[config.mk]
export PLATFORM = sky130hd
export DESIGN_NAME = csv_fifo
export DESIGN_NICKNAME = d
export VERILOG_FILES = /design/src/rtl/cumulative_sum_volume_macros.svh /design/src/rtl/csv_fifo.sv
export SDC_FILE = /design/constraint.sdc
export NUM_CORES = 1
export LEC_CHECK = 0
export BUFFER_PORTS_ARGS = -buffer_cell sky130_fd_sc_hd__clkbuf_2
export CAP_MARGIN = 30
export CORE_AREA = 2 2 58 60
export DETAILED_ROUTE_END_ITERATION = 8
export DIE_AREA = 0 0 60 62
export GPL_TIMING_DRIVEN = 0
export PLACE_DENSITY = 0.84
export SLEW_MARGIN = 30
export SYNTH_ARGS = -nofsm -noshare
export SYNTH_HDL_FRONTEND = slang
export SYNTH_SLANG_ARGS = --single-unit
[constraint.sdc]
create_clock -name clk -period 3 [get_ports clk]
set_input_delay 0.15 -clock clk [delete_from_list [all_inputs] [get_ports clk]]
set_output_delay 0.15 -clock clk [all_outputs]
set_load 0.05 [all_outputs]
[src/rtl/cumulative_sum_volume_macros.svh]
// Assertion macros shared by the cumulative_sum_volume RTL.
// Needs clk and rst in scope at the point of use; no other dependencies.
`ifndef CUMULATIVE_SUM_VOLUME_MACROS_SVH
`define CUMULATIVE_SUM_VOLUME_MACROS_SVH

// Check a condition at every clock edge outside reset.
`define CSV_ASSERT(label, expr) \
  label: assert property (@(posedge clk) disable iff (rst) (expr)) \
    else $error("cumulative_sum_volume: check failed");

// Check that an antecedent implies a consequent in the same cycle.
`define CSV_ASSERT_IMPL(label, ante, cons) \
  label: assert property (@(posedge clk) disable iff (rst) (ante) |-> (cons)) \
    else $error("cumulative_sum_volume: implication failed");

`endif

[src/rtl/csv_fifo.sv]
// Small flop-based FIFO with fill level; used as the front-to-back queue
// and as the output buffer. No dependencies.
`default_nettype none

module csv_fifo #(
  parameter int WIDTH = 8,
  parameter int DEPTH = 4
) (
  input  logic                             clk,
  input  logic                             rst,
  input  logic                             in_valid,
  output logic                             in_ready,
  input  logic [WIDTH-1:0]                 in_data,
  output logic                             out_valid,
  input  logic                             out_ready,
  output logic [WIDTH-1:0]                 out_data,
  output logic [$clog2(DEPTH+1)-1:0]       level
);

  localparam int AW = (DEPTH > 1) ? $clog2(DEPTH) : 1;
  localparam int CW = $clog2(DEPTH+1);

  logic [WIDTH-1:0] mem [DEPTH];
  logic [AW-1:0]    wr_ptr;
  logic [AW-1:0]    rd_ptr;
  logic [CW-1:0]    count;
  logic             push;
  logic             pop;

  assign in_ready  = (count != CW'(DEPTH));
  assign out_valid = (count != '0);
  assign out_data  = mem[rd_ptr];
  assign level     = count;
  assign push      = in_valid && in_ready;
  assign pop       = out_valid && out_ready;

  always_ff @(posedge clk) begin
    if (push) begin
      mem[wr_ptr] <= in_data;
    end
  end

  always_ff @(posedge clk) begin
    if (rst) begin
      wr_ptr <= '0;
      rd_ptr <= '0;
      count  <= '0;
    end else begin
      if (push) begin
        wr_ptr <= (wr_ptr == AW'(DEPTH-1)) ? '0 : wr_ptr + AW'(1);
      end
      if (pop) begin
        rd_ptr <= (rd_ptr == AW'(DEPTH-1)) ? '0 : rd_ptr + AW'(1);
      end
      case ({push, pop})
        2'b10:   count <= count + CW'(1);
        2'b01:   count <= count - CW'(1);
        default: count <= count;
      endcase
    end
  end

endmodule

`default_nettype wire

== Yosys cells after proc, flatten, opt, wreduce, memory -nomap -nowiden ==
Memories as Yosys holds them, arrays and structs flattened. A register that Yosys moved wholly into a read port is not among the register bits.
Cells that the tools add are included.

* Logic and storage cells: 24
* ROM bits: 0
* Memories: 1
* Register bits: 7
* Latch bits: 0
* Bits in writable memories: 32

{| class="wikitable"
|+ Memory list
! memory !! words !! width !! read ports !! clocked after memory_dff !! write ports !! RTL line !! source
|-
| mem || 4 || 8 || 1 || 1 || 1 || csv_fifo.sv:23 || <nowiki>logic [WIDTH-1:0] mem [DEPTH];</nowiki>
|}

* Equality and inequality tests: 5
* Add/sub/neg operators: 4
* Div/mod/pow operators: 0
* Shifts and indexed selects: 0
* Magnitude comparators: 0
* Bitwise logic cells: 0
* Multipliers: 0
* Reductions and logical operators: 4
* Muxes and demuxes: 7

{| class="wikitable"
|+ Operators with widths
! kind !! count
|-
| $mux W2 || 4
|-
| $eq A2 B2 Y1 const B || 3
|-
| $pmux W3 S2 || 1
|-
| $add A2 B1 Y2 const B || 2
|-
| $add A3 B1 Y3 const B || 1
|-
| $ne A3 B3 Y1 const B || 1
|-
| $reduce_bool A3 Y1 || 1
|-
| $sub A3 B1 Y3 const B || 1
|-
| $eq A2 B1 Y1 const B || 1
|-
| $logic_and A1 B1 Y1 || 2
|-
| $mux W1 || 2
|-
| $reduce_bool A2 Y1 || 1
|}

== Depth between registers and ports, before layout ==
* Depth in word-level cells: 4
* Depth in mapped cells: 9
* Gate-level depth less buffers: 8

== Worst setup path after synthesis ==
OpenSTA, ideal clock, no wires.

* Path kind: flip-flop to flip-flop
* From: register count[2], in the netlist level[2]
* To: register count[2], in the netlist level[2]
* Data arrival time: 2.598 ns
* Stages on the path, launching flop included: 10
* Library setup time: 0.070 ns
* Slack: 0.332 ns
* Required time: 2.930 ns
* Buffers on the path: 1
* Cells stage by stage: dfxtp_1 or3b_1 buf_6 nand2_2 ha_1 inv_1 fa_1 xor2_1 or3_2 a21oi_1

* Cells in the longest elaborated chain, start to end: 4
* Elaborated cells on any way between the ends: 10

{| class="wikitable"
|+ RTL lines
! what !! RTL line !! source
|-
| from (decl) || csv_fifo.sv:26 || <nowiki>logic [CW-1:0] count;</nowiki>
|-
| from (signal assigned) || csv_fifo.sv:56 || <nowiki>2'b10: count <= count + CW'(1);</nowiki>
|-
| from (signal assigned) || csv_fifo.sv:57 || <nowiki>2'b01: count <= count - CW'(1);</nowiki>
|-
| from (signal assigned) || csv_fifo.sv:58 || <nowiki>default: count <= count;</nowiki>
|-
| $ne A3 B3 Y1 (*) || csv_fifo.sv:30 || <nowiki>assign in_ready = (count != CW'(DEPTH));</nowiki>
|-
| net in_ready || csv_fifo.sv:12 || <nowiki>output logic in_ready,</nowiki>
|-
| $logic_and A1 B1 Y1 (*) || csv_fifo.sv:34 || <nowiki>assign push = in_valid && in_ready;</nowiki>
|-
| $eq A2 B1 Y1 / $eq A2 B2 Y1 (equally long branches) || csv_fifo.sv:55 || <nowiki>case ({push, pop})</nowiki>
|-
| $pmux W3 S2 / $reduce_bool A2 Y1 (equally long branches) || -- ||
|}

Mark *: on every way through the listed nets, which the timed path passes. The rest lies on a longest branch.
A chain may end at the register's enable or synchronous reset.

== Final worst setup path ==
* From: register count[2], in the netlist level[2]
* To: register count[2], in the netlist level[2]

* Cells in the longest elaborated chain, start to end: 4
* Elaborated cells on any way between the ends: 10

{| class="wikitable"
|+ RTL lines
! what !! RTL line
|-
| $ne A3 B3 Y1 / $reduce_bool A3 Y1 (equally long branches) || csv_fifo.sv:30, csv_fifo.sv:31
|-
| $logic_and A1 B1 Y1, on equally long branches || csv_fifo.sv:34, csv_fifo.sv:35
|-
| $eq A2 B1 Y1 / $eq A2 B2 Y1 (equally long branches) || csv_fifo.sv:55
|-
| $pmux W3 S2 / $reduce_bool A2 Y1 (equally long branches) || --
|}

Parallel ways exist; a longest one is shown, timed or not.

==> results_dict.tcl <==
set metrics [dict create \
    drive_gt1_share_pct 36.0 \
    hold_start "in_data[7]" \
    ys_seq_elements 41 \
    cts_root_buffer "clkbuf_4" \
    rsz0062_at_grt "false" \
    crit_start "level[2]$_SDFFE_PP0P_" \
    maxSlewHeadroom_pct 61.9 \
    ys.flop_type "edfxtp_1" \
    cts_inserted_buffers 5 \
    required_ns 3.28 \
    setup_viol 0 \
    die_area_um2 3720 \
    ios 25 \
    port_buffers 23 \
    grt_pass1_wl_um 4450 \
    yosysMostFrequentCell "edfxtp_1" \
    clkLatencyLatePin_ns 0.34 \
    max-cap-violations 0 \
    cp-start-kind "flop" \
    synth_fa_ha_area_share_pct 5.78 \
    clock_skew_ns 0.0152 \
    end_kind "flop" \
    worstSetupPathType "flop to flop" \
    tightestPinTransition_ns 0.566 \
    htree_levels 2 \
    synth_area_leaders "edfxtp_1 58%, dfxtp_1 11%, mux4_2 11%" \
    regToRegStartpoint "level[2]$_SDFFE_PP0P_" \
    nNetsFinal 143 \
    synth-edff-count 32 \
    grt_max_degree 13 \
    yosys_warnings 0 \
    fillers 277 \
    clk_pin_slew_ns 0.12 \
    grt_usage_pct 17.4 \
    place.gp.congestion 0.658 \
    grt_overflow_total 0 \
    fp.coreArea_um2 3180 \
    critPathMaxFanout 7 \
    synth_top_family_by_area "multiplexers" \
    synth_cell_types 25 \
    finalCriticalPeriod_ns 2.45 \
    outcome "finished clean" \
    diodes 0 \
    cts.sinks 41 \
    dieHeight_um 62 \
    slew_viol_final 0 \
    initial_core_util_pct 51.8 \
    drc_errors 0 \
    wirelength_um 2750 \
    ys_seq_area_share_pct 69.3 \
    finalCritPeriodShare_pct 81.6 \
    leakagePower_nw 0.705 \
    cellPowerDensity_nw_per_um2 878 \
    post-cts-setup-buffers 0 \
    fmaxAchievable_mhz 409 \
    synth_common_cells "32 x edfxtp_1, 9 x dfxtp_1, 8 x mux4_2" \
    synthMuxAreaShare_pct 12.2 \
    synth_top_area_cell "edfxtp_1" \
    hold_class "input port to flop" \
    synth-xor-area-share_pct 1.06 \
    std_cell_rows 21 \
    ctsResizeCount 0 \
    drt-wirelength-per-cell_um 16.1 \
    finalCoreUtilization_pct 58.8 \
    hold_viol_final 0 \
    antenna_found_initial 0 \
    drtIter0Drc 32 \
    detail-route-antenna-nets 0 \
    syn_area_um2 1650 \
    worstPathArrival_ns 2.73 \
    area_delta_synth_final_pct 13.5 \
    netlist_instances 94 \
    cts_max_path_buffers 2 \
    irDropWorstVdd_uv 611 \
    vias 865 \
    cts_tree "done" \
    die_x_um 60 \
    synth_area_per_cell_um2 17.5 \
    grt_pass1_vias 949 \
    first_pass_iters 3 \
    post-dp-hpwl_um 1980 \
    tns_ns 0 \
    yosys.area_share.simple_pct 6.16 \
    avgViaCountPerCell 5.06 \
    ys_async_sr_fraction_pct 0 \
    syn_nets 113 \
    cts_hold_buf 0 \
    synth_compound_area_share_pct 2.74 \
    synth_top_area_share_pct 58.4 \
]
-- logic make-up after synthesis --
family,count (synthesis)
simple gates,17
xor+xnor,2
buf+inv,10
mux,10
fa+ha+maj,7
compound gates,7
flops,41
-- layer usage --
layer	up-vias	track usage [%]	share of wire, %
met5	-	0	0
met1	424	19.0	40
met2	23	32.1	55
met4	0	7.62	0.98
met3	4	4.35	4.4
li1	414	-	-
-- where the power goes --
| group | internal [mW] | switching [mW] | leakage, nW |
|---|---|---|---|
| Combinational | 0.205 | 0.454 | 0.308 |
| Sequential | 0.691 | 0.0430 | 0.367 |
| Clock | 0.0849 | 0.165 | 0.0300 |
| Total | 0.981 | 0.661 | 0.705 |
-- final cells by class --
type	instances	area (um2)	area share, %
sequential	41	1140	61.0
multi-input combinational	43	459	24.6
timing repair buffer	23	115	6.16
tap	46	57.6	3.08
clock buffer	5	37.5	2.01
buffer	4	23.8	1.27
inverter	6	22.5	1.20
clock inverter	3	12.5	0.669
-- metrics by stage --
step,power [mW],setup WS (ns),area [um2],hold WS [ns],std cells
final,1.64,0.553,1870,0.0242,171
after global placement,1.38,0.673,1820,0.365,163
after floorplan,1.27,0.332,1650,0.249,94
after global routing,1.73,0.406,1870,0.0191,171
after detailed placement,1.42,0.569,1820,0.377,163
after CTS,1.66,0.539,1870,0.0232,171
-- registers in the layout (all words and copies together), names as in the netlist, named ones only --
register  flops
wr_ptr        2
rd_ptr        2
level         3
mem          32
-- worst max-delay path, stage by stage, from the launching register on --
cell     delay (ns)
dfxtp_1        0.42
or3b_1         0.38
buf_6          0.14
nand2_2        0.10
ha_1           0.20
inv_1          0.06
fa_1           0.37
xor2_1         0.16
or3_2          0.41
a21oi_1        0.15
-- final timing paths --
path | to | cells after the start | slack (ns)
setup / recovery | level[2]$_SDFFE_PP0P_ | 9 | 0.55
hold / removal | mem[2][7]$_DFFE_PP_ | 1 | 0.02
setup reg to reg | level[2]$_SDFFE_PP0P_ | 9 | 0.55
hold reg to reg | rd_ptr[0]$_SDFFE_PP0P_ | 2 | 0.52
-- layout by cell type, fill, tap and decap left out, types with 2 or more instances in the layout --
master    instances
mux4_2            8
dfxtp_1           9
and3_1            2
clkbuf_4          5
buf_1             2
or3_2             2
nand2b_1          2
nor2_1            4
mux2i_1           2
inv_1             6
xor2_1            2
ha_1              6
edfxtp_1         32
clkbuf_2         23
clkinv_1          2
or3_1             2
and3_2            2
a21oi_1           3
No activity file was read; power rests on OpenSTA's default activity.
