[config.mk]
export PLATFORM = sky130hd
export DESIGN_NAME = csv_front
export DESIGN_NICKNAME = d
export VERILOG_FILES = /design/src/rtl/cumulative_sum_volume_macros.svh /design/src/rtl/csv_pkg.sv /design/src/rtl/csv_front.sv
export SDC_FILE = /design/constraint.sdc
export NUM_CORES = 1
export LEC_CHECK = 0
export ABC_AREA = 0
export ABC_CLOCK_PERIOD_IN_PS = 11200
export BUFFER_PORTS_ARGS = -buffer_cell sky130_fd_sc_hd__buf_4
export CAP_MARGIN = 15
export CELL_PAD_IN_SITES_DETAIL_PLACEMENT = 1
export CELL_PAD_IN_SITES_GLOBAL_PLACEMENT = 1
export CORE_MARGIN = 4
export CORE_UTILIZATION = 45
export CTS_BUF_LIST = sky130_fd_sc_hd__clkbuf_8
export CTS_CLUSTER_SIZE = 10
export DETAILED_ROUTE_END_ITERATION = 8
export PLACE_DENSITY_LB_ADDON = 0.1
export REMOVE_ABC_BUFFERS = 1
export SLEW_MARGIN = 40
export SYNTH_ARGS = -nofsm -noshare
export SYNTH_HDL_FRONTEND = slang
export SYNTH_SLANG_ARGS = --single-unit
export TNS_END_PERCENT = 50
[constraint.sdc]
create_clock -name clk -period 11.2 [get_ports clk]
set_input_delay 1.12 -clock clk [delete_from_list [all_inputs] [get_ports clk]]
set_output_delay 1.12 -clock clk [all_outputs]
set_load 0.1 [all_outputs]
[src/rtl/cumulative_sum_volume_macros.svh]
// Assertion macros shared by the cumulative_sum_volume RTL.
// Needs clk and rst in scope at the point of use; no other dependencies.
`ifndef CUMULATIVE_SUM_VOLUME_MACROS_SVH
`define CUMULATIVE_SUM_VOLUME_MACROS_SVH

// Check a condition at every clock edge outside reset.
`define CSV_ASSERT(label, expr) \
  label: assert property (@(posedge clk) disable iff (rst) (expr)) \
    else $error("cumulative_sum_volume: check failed");

// Check that an antecedent implies a consequent in the same cycle.
`define CSV_ASSERT_IMPL(label, ante, cons) \
  label: assert property (@(posedge clk) disable iff (rst) (ante) |-> (cons)) \
    else $error("cumulative_sum_volume: implication failed");

`endif

[src/rtl/csv_pkg.sv]
// Shared types, constants and saturating arithmetic for cumulative_sum_volume.
// No dependencies; used by csv_front, csv_back and the top level.
`default_nettype none

package csv_pkg;

  localparam int SUM_W    = 48;
  localparam int SAMPLE_W = 16;
  localparam int CFG_W    = 9;
  localparam int CFG_IDX_W = 2;
  localparam int OUT_DEPTH = 4;

  typedef logic signed [SUM_W-1:0] sum_t;

  localparam sum_t SUM_MAX = {1'b0, {(SUM_W-1){1'b1}}};
  localparam sum_t SUM_MIN = {1'b1, {(SUM_W-1){1'b0}}};

  typedef enum logic [CFG_IDX_W-1:0] {
    REG_INNER  = 2'd0,
    REG_MIDDLE = 2'd1,
    REG_OUTER  = 2'd2
  } cfg_reg_t;

  // Per-item flags carried from the front part to the back part.
  typedef struct packed {
    logic m_zero;
    logic o_zero;
    logic last;
  } item_flags_t;

  // Back part handshake status, watched by the top-level checks.
  typedef struct packed {
    logic pop;
    logic q_valid;
    logic out_push;
    logic out_room;
  } back_status_t;

  function automatic sum_t sat_add(input sum_t a, input sum_t b);
    logic signed [SUM_W:0] s;
    s = {a[SUM_W-1], a} + {b[SUM_W-1], b};
    if (s[SUM_W] != s[SUM_W-1]) begin
      return s[SUM_W] ? SUM_MIN : SUM_MAX;
    end
    return s[SUM_W-1:0];
  endfunction

endpackage

`default_nettype wire

[src/rtl/csv_front.sv]
// Front part: size registers, position counters and inner running sum.
// Depends on csv_pkg; feeds the front-to-back queue.
`default_nettype none

module csv_front #(
  parameter int MAX_INNER  = 256,
  parameter int MAX_MIDDLE = 256,
  parameter int MAX_OUTER  = 256
) (
  input  logic                                   clk,
  input  logic                                   rst,
  input  logic                                   cfg_we,
  input  logic [csv_pkg::CFG_IDX_W-1:0]          cfg_index,
  input  logic [csv_pkg::CFG_W-1:0]              cfg_data,
  input  logic                                   s_valid,
  output logic                                   s_ready,
  input  logic signed [csv_pkg::SAMPLE_W-1:0]    s_sample,
  input  logic                                   q_ready,
  output logic                                   q_valid,
  output csv_pkg::sum_t                          q_sum,
  output logic [((MAX_INNER > 1) ? $clog2(MAX_INNER) : 1)-1:0] q_i,
  output logic [((MAX_INNER*MAX_MIDDLE > 1) ? $clog2(MAX_INNER*MAX_MIDDLE) : 1)-1:0] q_addr,
  output csv_pkg::item_flags_t                   q_flags
);

  localparam int IPW   = (MAX_INNER > 1) ? $clog2(MAX_INNER) : 1;
  localparam int MPW   = (MAX_MIDDLE > 1) ? $clog2(MAX_MIDDLE) : 1;
  localparam int OPW   = (MAX_OUTER > 1) ? $clog2(MAX_OUTER) : 1;
  localparam int PAW   = (MAX_INNER*MAX_MIDDLE > 1) ? $clog2(MAX_INNER*MAX_MIDDLE) : 1;

  logic [csv_pkg::CFG_W-1:0] inner_size;
  logic [csv_pkg::CFG_W-1:0] middle_size;
  logic [csv_pkg::CFG_W-1:0] outer_size;
  csv_pkg::sum_t             run_sum;
  logic [IPW-1:0]            pos_i;
  logic [MPW-1:0]            pos_m;
  logic [OPW-1:0]            pos_o;

  logic [IPW-1:0]            last_i;
  logic [MPW-1:0]            last_m;
  logic [OPW-1:0]            last_o;
  logic [IPW-1:0]            pos_i_next;
  logic [MPW-1:0]            pos_m_next;
  logic [OPW-1:0]            pos_o_next;
  csv_pkg::sum_t             sample_ext;
  csv_pkg::sum_t             run_sum_next;
  logic                      cfg_hit;
  logic                      accept;

  // Zero acts as one, anything above the limit acts as the limit.
  function automatic int last_index(input logic [csv_pkg::CFG_W-1:0] raw, input int limit);
    if (raw == '0) begin
      return 0;
    end
    if (int'(raw) > limit) begin
      return limit - 1;
    end
    return int'(raw) - 1;
  endfunction

  assign last_i = IPW'(last_index(inner_size, MAX_INNER));
  assign last_m = MPW'(last_index(middle_size, MAX_MIDDLE));
  assign last_o = OPW'(last_index(outer_size, MAX_OUTER));

  assign s_ready = q_ready;
  assign q_valid = s_valid;
  assign accept  = s_valid && q_ready;

  assign sample_ext   = {{(csv_pkg::SUM_W-csv_pkg::SAMPLE_W){s_sample[csv_pkg::SAMPLE_W-1]}},
                         s_sample};
  assign run_sum_next = (pos_i == '0) ? sample_ext : csv_pkg::sat_add(run_sum, sample_ext);

  assign q_sum          = run_sum_next;
  assign q_i            = pos_i;
  assign q_addr         = PAW'(int'(pos_m) * MAX_INNER + int'(pos_i));
  assign q_flags.m_zero = (pos_m == '0);
  assign q_flags.o_zero = (pos_o == '0);
  assign q_flags.last   = (pos_i == last_i) && (pos_m == last_m) && (pos_o == last_o);

  always_comb begin
    pos_i_next = pos_i;
    pos_m_next = pos_m;
    pos_o_next = pos_o;
    if (pos_i != last_i) begin
      pos_i_next = pos_i + IPW'(1);
    end else begin
      pos_i_next = '0;
      if (pos_m != last_m) begin
        pos_m_next = pos_m + MPW'(1);
      end else begin
        pos_m_next = '0;
        pos_o_next = (pos_o != last_o) ? pos_o + OPW'(1) : '0;
      end
    end
  end

  always_comb begin
    case (cfg_index)
      csv_pkg::REG_INNER:  cfg_hit = cfg_we;
      csv_pkg::REG_MIDDLE: cfg_hit = cfg_we;
      csv_pkg::REG_OUTER:  cfg_hit = cfg_we;
      default:             cfg_hit = 1'b0;
    endcase
  end

  always_ff @(posedge clk) begin
    if (rst) begin
      inner_size  <= csv_pkg::CFG_W'(256);
      middle_size <= csv_pkg::CFG_W'(1);
      outer_size  <= csv_pkg::CFG_W'(1);
      run_sum     <= '0;
      pos_i       <= '0;
      pos_m       <= '0;
      pos_o       <= '0;
    end else begin
      if (cfg_we) begin
        case (cfg_index)
          csv_pkg::REG_INNER:  inner_size  <= cfg_data;
          csv_pkg::REG_MIDDLE: middle_size <= cfg_data;
          csv_pkg::REG_OUTER:  outer_size  <= cfg_data;
          default: begin
          end
        endcase
      end
      // A register write restarts the array at element zero.
      if (cfg_hit) begin
        run_sum <= '0;
        pos_i   <= '0;
        pos_m   <= '0;
        pos_o   <= '0;
      end else if (accept) begin
        run_sum <= run_sum_next;
        pos_i   <= pos_i_next;
        pos_m   <= pos_m_next;
        pos_o   <= pos_o_next;
      end
    end
  end

endmodule

`default_nettype wire

* Yosys cells after proc, flatten, opt, wreduce, memory -nomap -nowiden
Index checks and enable logic that the tools add are counted.
** Storage, ports and cells
- Flip-flop bits (word level) :: 99
- Input port bits :: 32
- Word-level logic and storage cells :: 73
- Output and inout port bits :: 77
** Cells by class
- Reductions and logical operators :: 17
- Magnitude comparators :: 3
- Add/sub/neg operators :: 8
- Equality and inequality tests :: 9
- Bitwise gates (word level) :: 2
- Multiplexer cells :: 27
** Operators by type and width (count)
- $mux 48 :: 4
- $mux 8 :: 12
- $add 48x16->49 :: 1
- $gt 9x9->1 const B :: 3
- $logic_not 9->1 :: 3
- $add 8x1->8 const B :: 3
- $eq 8x8->1 :: 3
- $logic_not 8->1 :: 3
- $ne 8x8->1 :: 3
- $sub 8x1->8 const B :: 3
- $add 16x8->16 :: 1
- $mux 1 :: 11
- $reduce_and 2->1 :: 4
- $logic_and 1x1->1 :: 3
- $reduce_and 3->1 :: 1
- $reduce_or 3->1 :: 1
- $eq 2x1->1 const B :: 1
- $eq 2x2->1 const B :: 1
- $logic_not 2->1 :: 1
- $not 1->1 :: 2
- $reduce_or 2->1 :: 1
- $ne 1x1->1 :: 1

* Longest topological paths before layout
- Depth in word-level cells :: 8
- Gate-level depth with buffers :: 14
- Mapped depth without buffers :: 12

* Least setup slack after synthesis
No wires, ideal clock.
- Path type :: input-to-output
- From :: in s_sample[15] in the netlist's numbering
- To :: out q_sum[10]
- Path buffers :: 4
- Stages on the path :: 13
- Data required time :: 10080 ps
- Setup slack :: 5523 ps
- Arrival :: 4557 ps
- Path through :: ha_1 > clkbuf_1 > nand4_1 > nor2_1 > nand2_1 > a2111oi_0 > o21ai_0 > and3_1 > clkbuf_1 > mux2i_1 > clkbuf_1 > clkbuf_1 > nand3_1
** On the way
- Longest elaborated chain between the ends :: 5
- Elaborated cells between the ends (all ways) :: 7
- Those cells by class :: 1 x add/sub; 1 x eq/ne; 5 x mux
** RTL lines
- start: declaration :: RTL line csv_front.sv:17 : input logic signed [csv_pkg::SAMPLE_W-1:0] s_sample,
- $add 48x16->49 * :: RTL line csv_pkg.sv:41 : s = {a[SUM_W-1], a} + {b[SUM_W-1], b};
- $mux 48 or $ne 1x1->1 (tied branches) :: RTL line csv_pkg.sv:43, csv_pkg.sv:42
- $mux 48 or $mux 1 (tied branches) :: RTL line csv_pkg.sv:42 : if (s[SUM_W] != s[SUM_W-1]) begin
- $mux 48 * :: RTL line csv_pkg.sv:45 : return s[SUM_W-1:0];
- $mux 48 * :: RTL line csv_front.sv:71 : assign run_sum_next = (pos_i == '0) ? sample_ext : csv_pkg::sat_add(run_sum, sample_ext);
- end: declaration :: RTL line csv_front.sv:20 : output csv_pkg::sum_t q_sum,
Mark *: on every way between the ends. The rest lies on a longest branch, timed or not. The select of a mux whose other input is x is not followed.

* Final worst setup path
- From :: in s_sample[15] in the netlist's numbering
- To :: out q_sum[44]
** On the way
- Longest elaborated chain between the ends :: 5
- Elaborated cells between the ends (all ways) :: 7
- Those cells by class :: 1 x add/sub; 1 x eq/ne; 5 x mux
** RTL lines (RTL line)
- $add 48x16->49 :: csv_pkg.sv:41
- $mux 48 or $ne 1x1->1 (tied branches) :: csv_pkg.sv:43, csv_pkg.sv:42
- $mux 48 or $mux 1 (tied branches) :: csv_pkg.sv:42
- $mux 48 :: csv_pkg.sv:45
- $mux 48 * :: csv_front.sv:71
Marks and branches as above.

==> run_results.csv <==
group,metric,value,unit
status,status,"complete, no violations",
synth,avgSynthCellArea,7.30,um2
sta,clock-skew-final,11.3,ps
clock_network,insertion_delay,410,ps
flow_run,drv_cap,0,
synth,netlist_top_cells_count,"nand2_1 (165), a21oi_1 (119), nor2_1 (102), dfxtp_1 (99), o21ai_0 (94)",
grt,grt_pass1_wl,46800,um
finish,fin_area,9720,um2
detailed_routing,avgRoutedWirePerCell,18.7,um
synth,seq_area_frac_synth,0.229,
critical_path,cpLargestDelayFamily,"compound AO/OA/AOI/OAI gates",
critical_path,max_stage_delay,500,ps
critical_path,timing.rr.start,"run_sum[0]",
critical_path,rr_worst_depth,13,
floorplan,initial_core_util,0.459,
finish,syn2layout_area_growth,12.3,%
critical_path,crit_top_cell,"buf_4",
detailed_routing,first_pass_iters,5,
floorplan,dieArea,21500,um2
floorplan,die_h,147,um
synth,synth_seq_cells,99,
critical_path,cp_max_fo,37,
pwr,p_leak,4.23,nW
critical_path,crit_path_cell_trace,"buf_4, ha_1, a21oi_1, o21ai_0, a221oi_1, nor2_1, o211ai_1, a211oi_1, mux2i_2, buf_4, and2_1, buf_4, a21bo_2, buf_4",
synth,yosys.area.top_type_share,0.229,
finish,finish.utilization,0.516,
sta,whs,558,ps
hold_path,hold_class,"register to register",
finish,fin_nets,1326,
sta,setup_ws,4870,ps
sta,worst_pin_slew,747,ps
pwr,p_int,0.577,mW
critical_path,start_kind,"input port",
clock_network,ctsRootBufferMaster,"clkbuf_8",
finish,drive_above_1_share,0.138,
clock_network,hold_buffers,0,
synth,yosysWarnings,0,
detailed_routing,drc,0,
hold_path,hold_path_depth,2,
synth,synth-async-reset-ratio,0,
clock_network,clock_path_buffers,2,
synth,synth_cells,1185,
clock_network,cts_tree,"built",
sta,rsz0062_at_grt,"no",
detailed_routing,num_vias,8903,
critical_path,rr_endpoint,"run_sum[46]",
placement,gp_congestion,0.889,
floorplan,ios,109,
finish,stdcell_count,1501,
grt,grtUsageTotal,0.259,
critical_path,crit_required,10080,ps
sta,hold_viol,0,
detailed_routing,vias_per_cell,5.93,
synth,synth_edf_count,0,
sta,setup_tns,0,ps
sta,fmax,0.158,GHz
pwr,finalPower,1.08,mW
hold_path,min_from,"run_sum[47]",
finish,diodes,0,
critical_path,critPathBufInv,4,
pwr,ir_worst_vdd,0.0742,mV
sta,fin_crit,6330,ps
placement,dp_hpwl,21100,um
hold_path,hold_end,"run_sum[47]",
critical_path,cp-end-kind,"output pin",
detailed_routing,drtAntennaViolNets,0,
grt,antenna_found_initial,0,
critical_path,cp_slowest_cell,"a221oi_1",
pwr,power_switching,0.499,mW
floorplan,die_w,147,um
sta,period_share,0.565,
synth,syn-cell-area,8650,um2
clock_network,cts_setup_buffers,0,
clock_network,clkTransAtPathRegs,120,ps
grt,grt_overflow,0,
placement,dp_cells,1485,
floorplan,fp-row-count,50,
clock_network,cts-buffers-inserted,9,
pwr,power_frac_comb,0.400,
pwr,netSwitchingFraction,0.464,
critical_path,path_class,"input port to output pin",
floorplan,core,18800,um2
clock_network,htree_levels,3,
detailed_routing,wirelength,28100,um
detailed_routing,drt_iter0_markers,441,
placement,post_dp_cell_area,9500,um2
critical_path,rrSetupSlack,7190,ps
synth,synth.area.top_cells,"dfxtp_1 (23%), ha_1 (8.2%), nand2_1 (7.2%), a21oi_1 (6.9%), o21ai_0 (5.4%)",
critical_path,cp.arrival,5210,ps
clock_network,cts_sinks,99,
sta,setup_viol,0,
synth,synth_most_common_cell,"nand2_1",
placement,io_buffer_count,108,
placement,dp_slack,4940,ps
pwr,clkPwrFrac,0.252,
sta,slew_headroom,0.500,
clock_network,cts_resized,0,
pwr,p_seq_frac,0.349,
synth,synth_cell_types,85,
synth,synth_top_area_cell,"dfxtp_1",
synth,synth_flop_cell,"dfxtp_1",
grt,grt_max_degree,76,
pwr,p_per_area,111,nW/um2
sta,finalMaxSlewViolations,0,
grt,first_global_vias,8939,
-- area by class of cell --
cell class                 count  area (um2)
inverter                      35         131
tap                          260         325
clock buffer                   9         124
sequential                    99        1980
multi-input combinational    975        6190
clock inverter                 7        91.3
fill                        2422        9110
timing repair buffer         116         871
-- state kept, by name, summed over array words and instances (netlist names) --
signal	flops
run_sum	48
inner_size	9
middle_size	9
outer_size	9
pos_m	8
pos_o	8
q_i	8
-- kinds of logic (layout without fill, tap and decap cells) --
logic type | Yosys count | count (layout) | share of synthesized area
flip-flops | 99 | 99 | 0.229
AO/OA/AOI/OAI | 359 | 359 | 0.256
adder cells (fa/ha/maj) | 59 | 59 | 0.0859
AND/OR/NAND/NOR | 447 | 447 | 0.252
XOR/XNOR | 78 | 78 | 0.0807
buffers and inverters | 111 | 167 | 0.0586
multiplexers | 32 | 32 | 0.0375
-- worst reg2reg max path, stage by stage (launching register included) --
cell and delay, ps:
dfxtp_1 360, ha_1 190, inv_1 60, fa_1 410
nand2b_1 180, a21oi_1 300, o21ai_0 270, a211oi_1 480
o211ai_1 320, a211oi_1 380, mux2i_2 110, buf_4 240
and3_2 410, a21oi_1 230
-- worst max path at each step --
stage	from	endpoint	slack, ps	cells after the start
after floorplan	s_sample[9]	q_sum[10]	4290	10
after global placement	s_sample[15]	q_sum[7]	4830	13
after detailed placement	s_sample[15]	q_sum[7]	4940	13
after CTS	s_sample[15]	q_sum[7]	4930	13
after global routing	s_sample[15]	q_sum[44]	4530	14
final	s_sample[15]	q_sum[44]	4870	14
-- layout by cell type (no fill, tap or decap), types with 6 or more instances in the layout --
cell type,count
nand2_1,165
a31oi_1,21
a21oi_1,118
o31a_1,6
nand4_1,22
and2_1,6
nor3_1,26
nor3b_1,10
o21bai_1,7
inv_1,35
a21o_1,14
clkbuf_8,9
ha_1,57
nand3_1,26
dfxtp_1,99
xor2_1,36
a211oi_1,12
nor4_1,10
o21a_1,7
buf_4,116
or2_2,9
and3_1,16
xnor2_1,41
nand2b_1,8
o21ai_0,94
mux2i_1,28
or3_1,9
o211ai_1,11
nor2_1,102
-- metal layers --
metal,GRT usage,routed length [um]
met4,0.0419,259
met3,0.0447,1080
met5,0,0
met2,0.406,12400
met1,0.378,14300
-- power groups by stage --
| stage | Combinational, mW | Sequential [mW] | Clock [mW] |
|---|---|---|---|
| floorplan | 0.315 | 0.382 | 0 |
| CTS | 0.428 | 0.375 | 0.276 |
| finish | 0.430 | 0.375 | 0.271 |
| detailed placement | 0.425 | 0.383 | 0 |
| global route | 0.461 | 0.377 | 0.289 |
| global placement | 0.421 | 0.382 | 0 |
(Power assumes the default switching activity.)
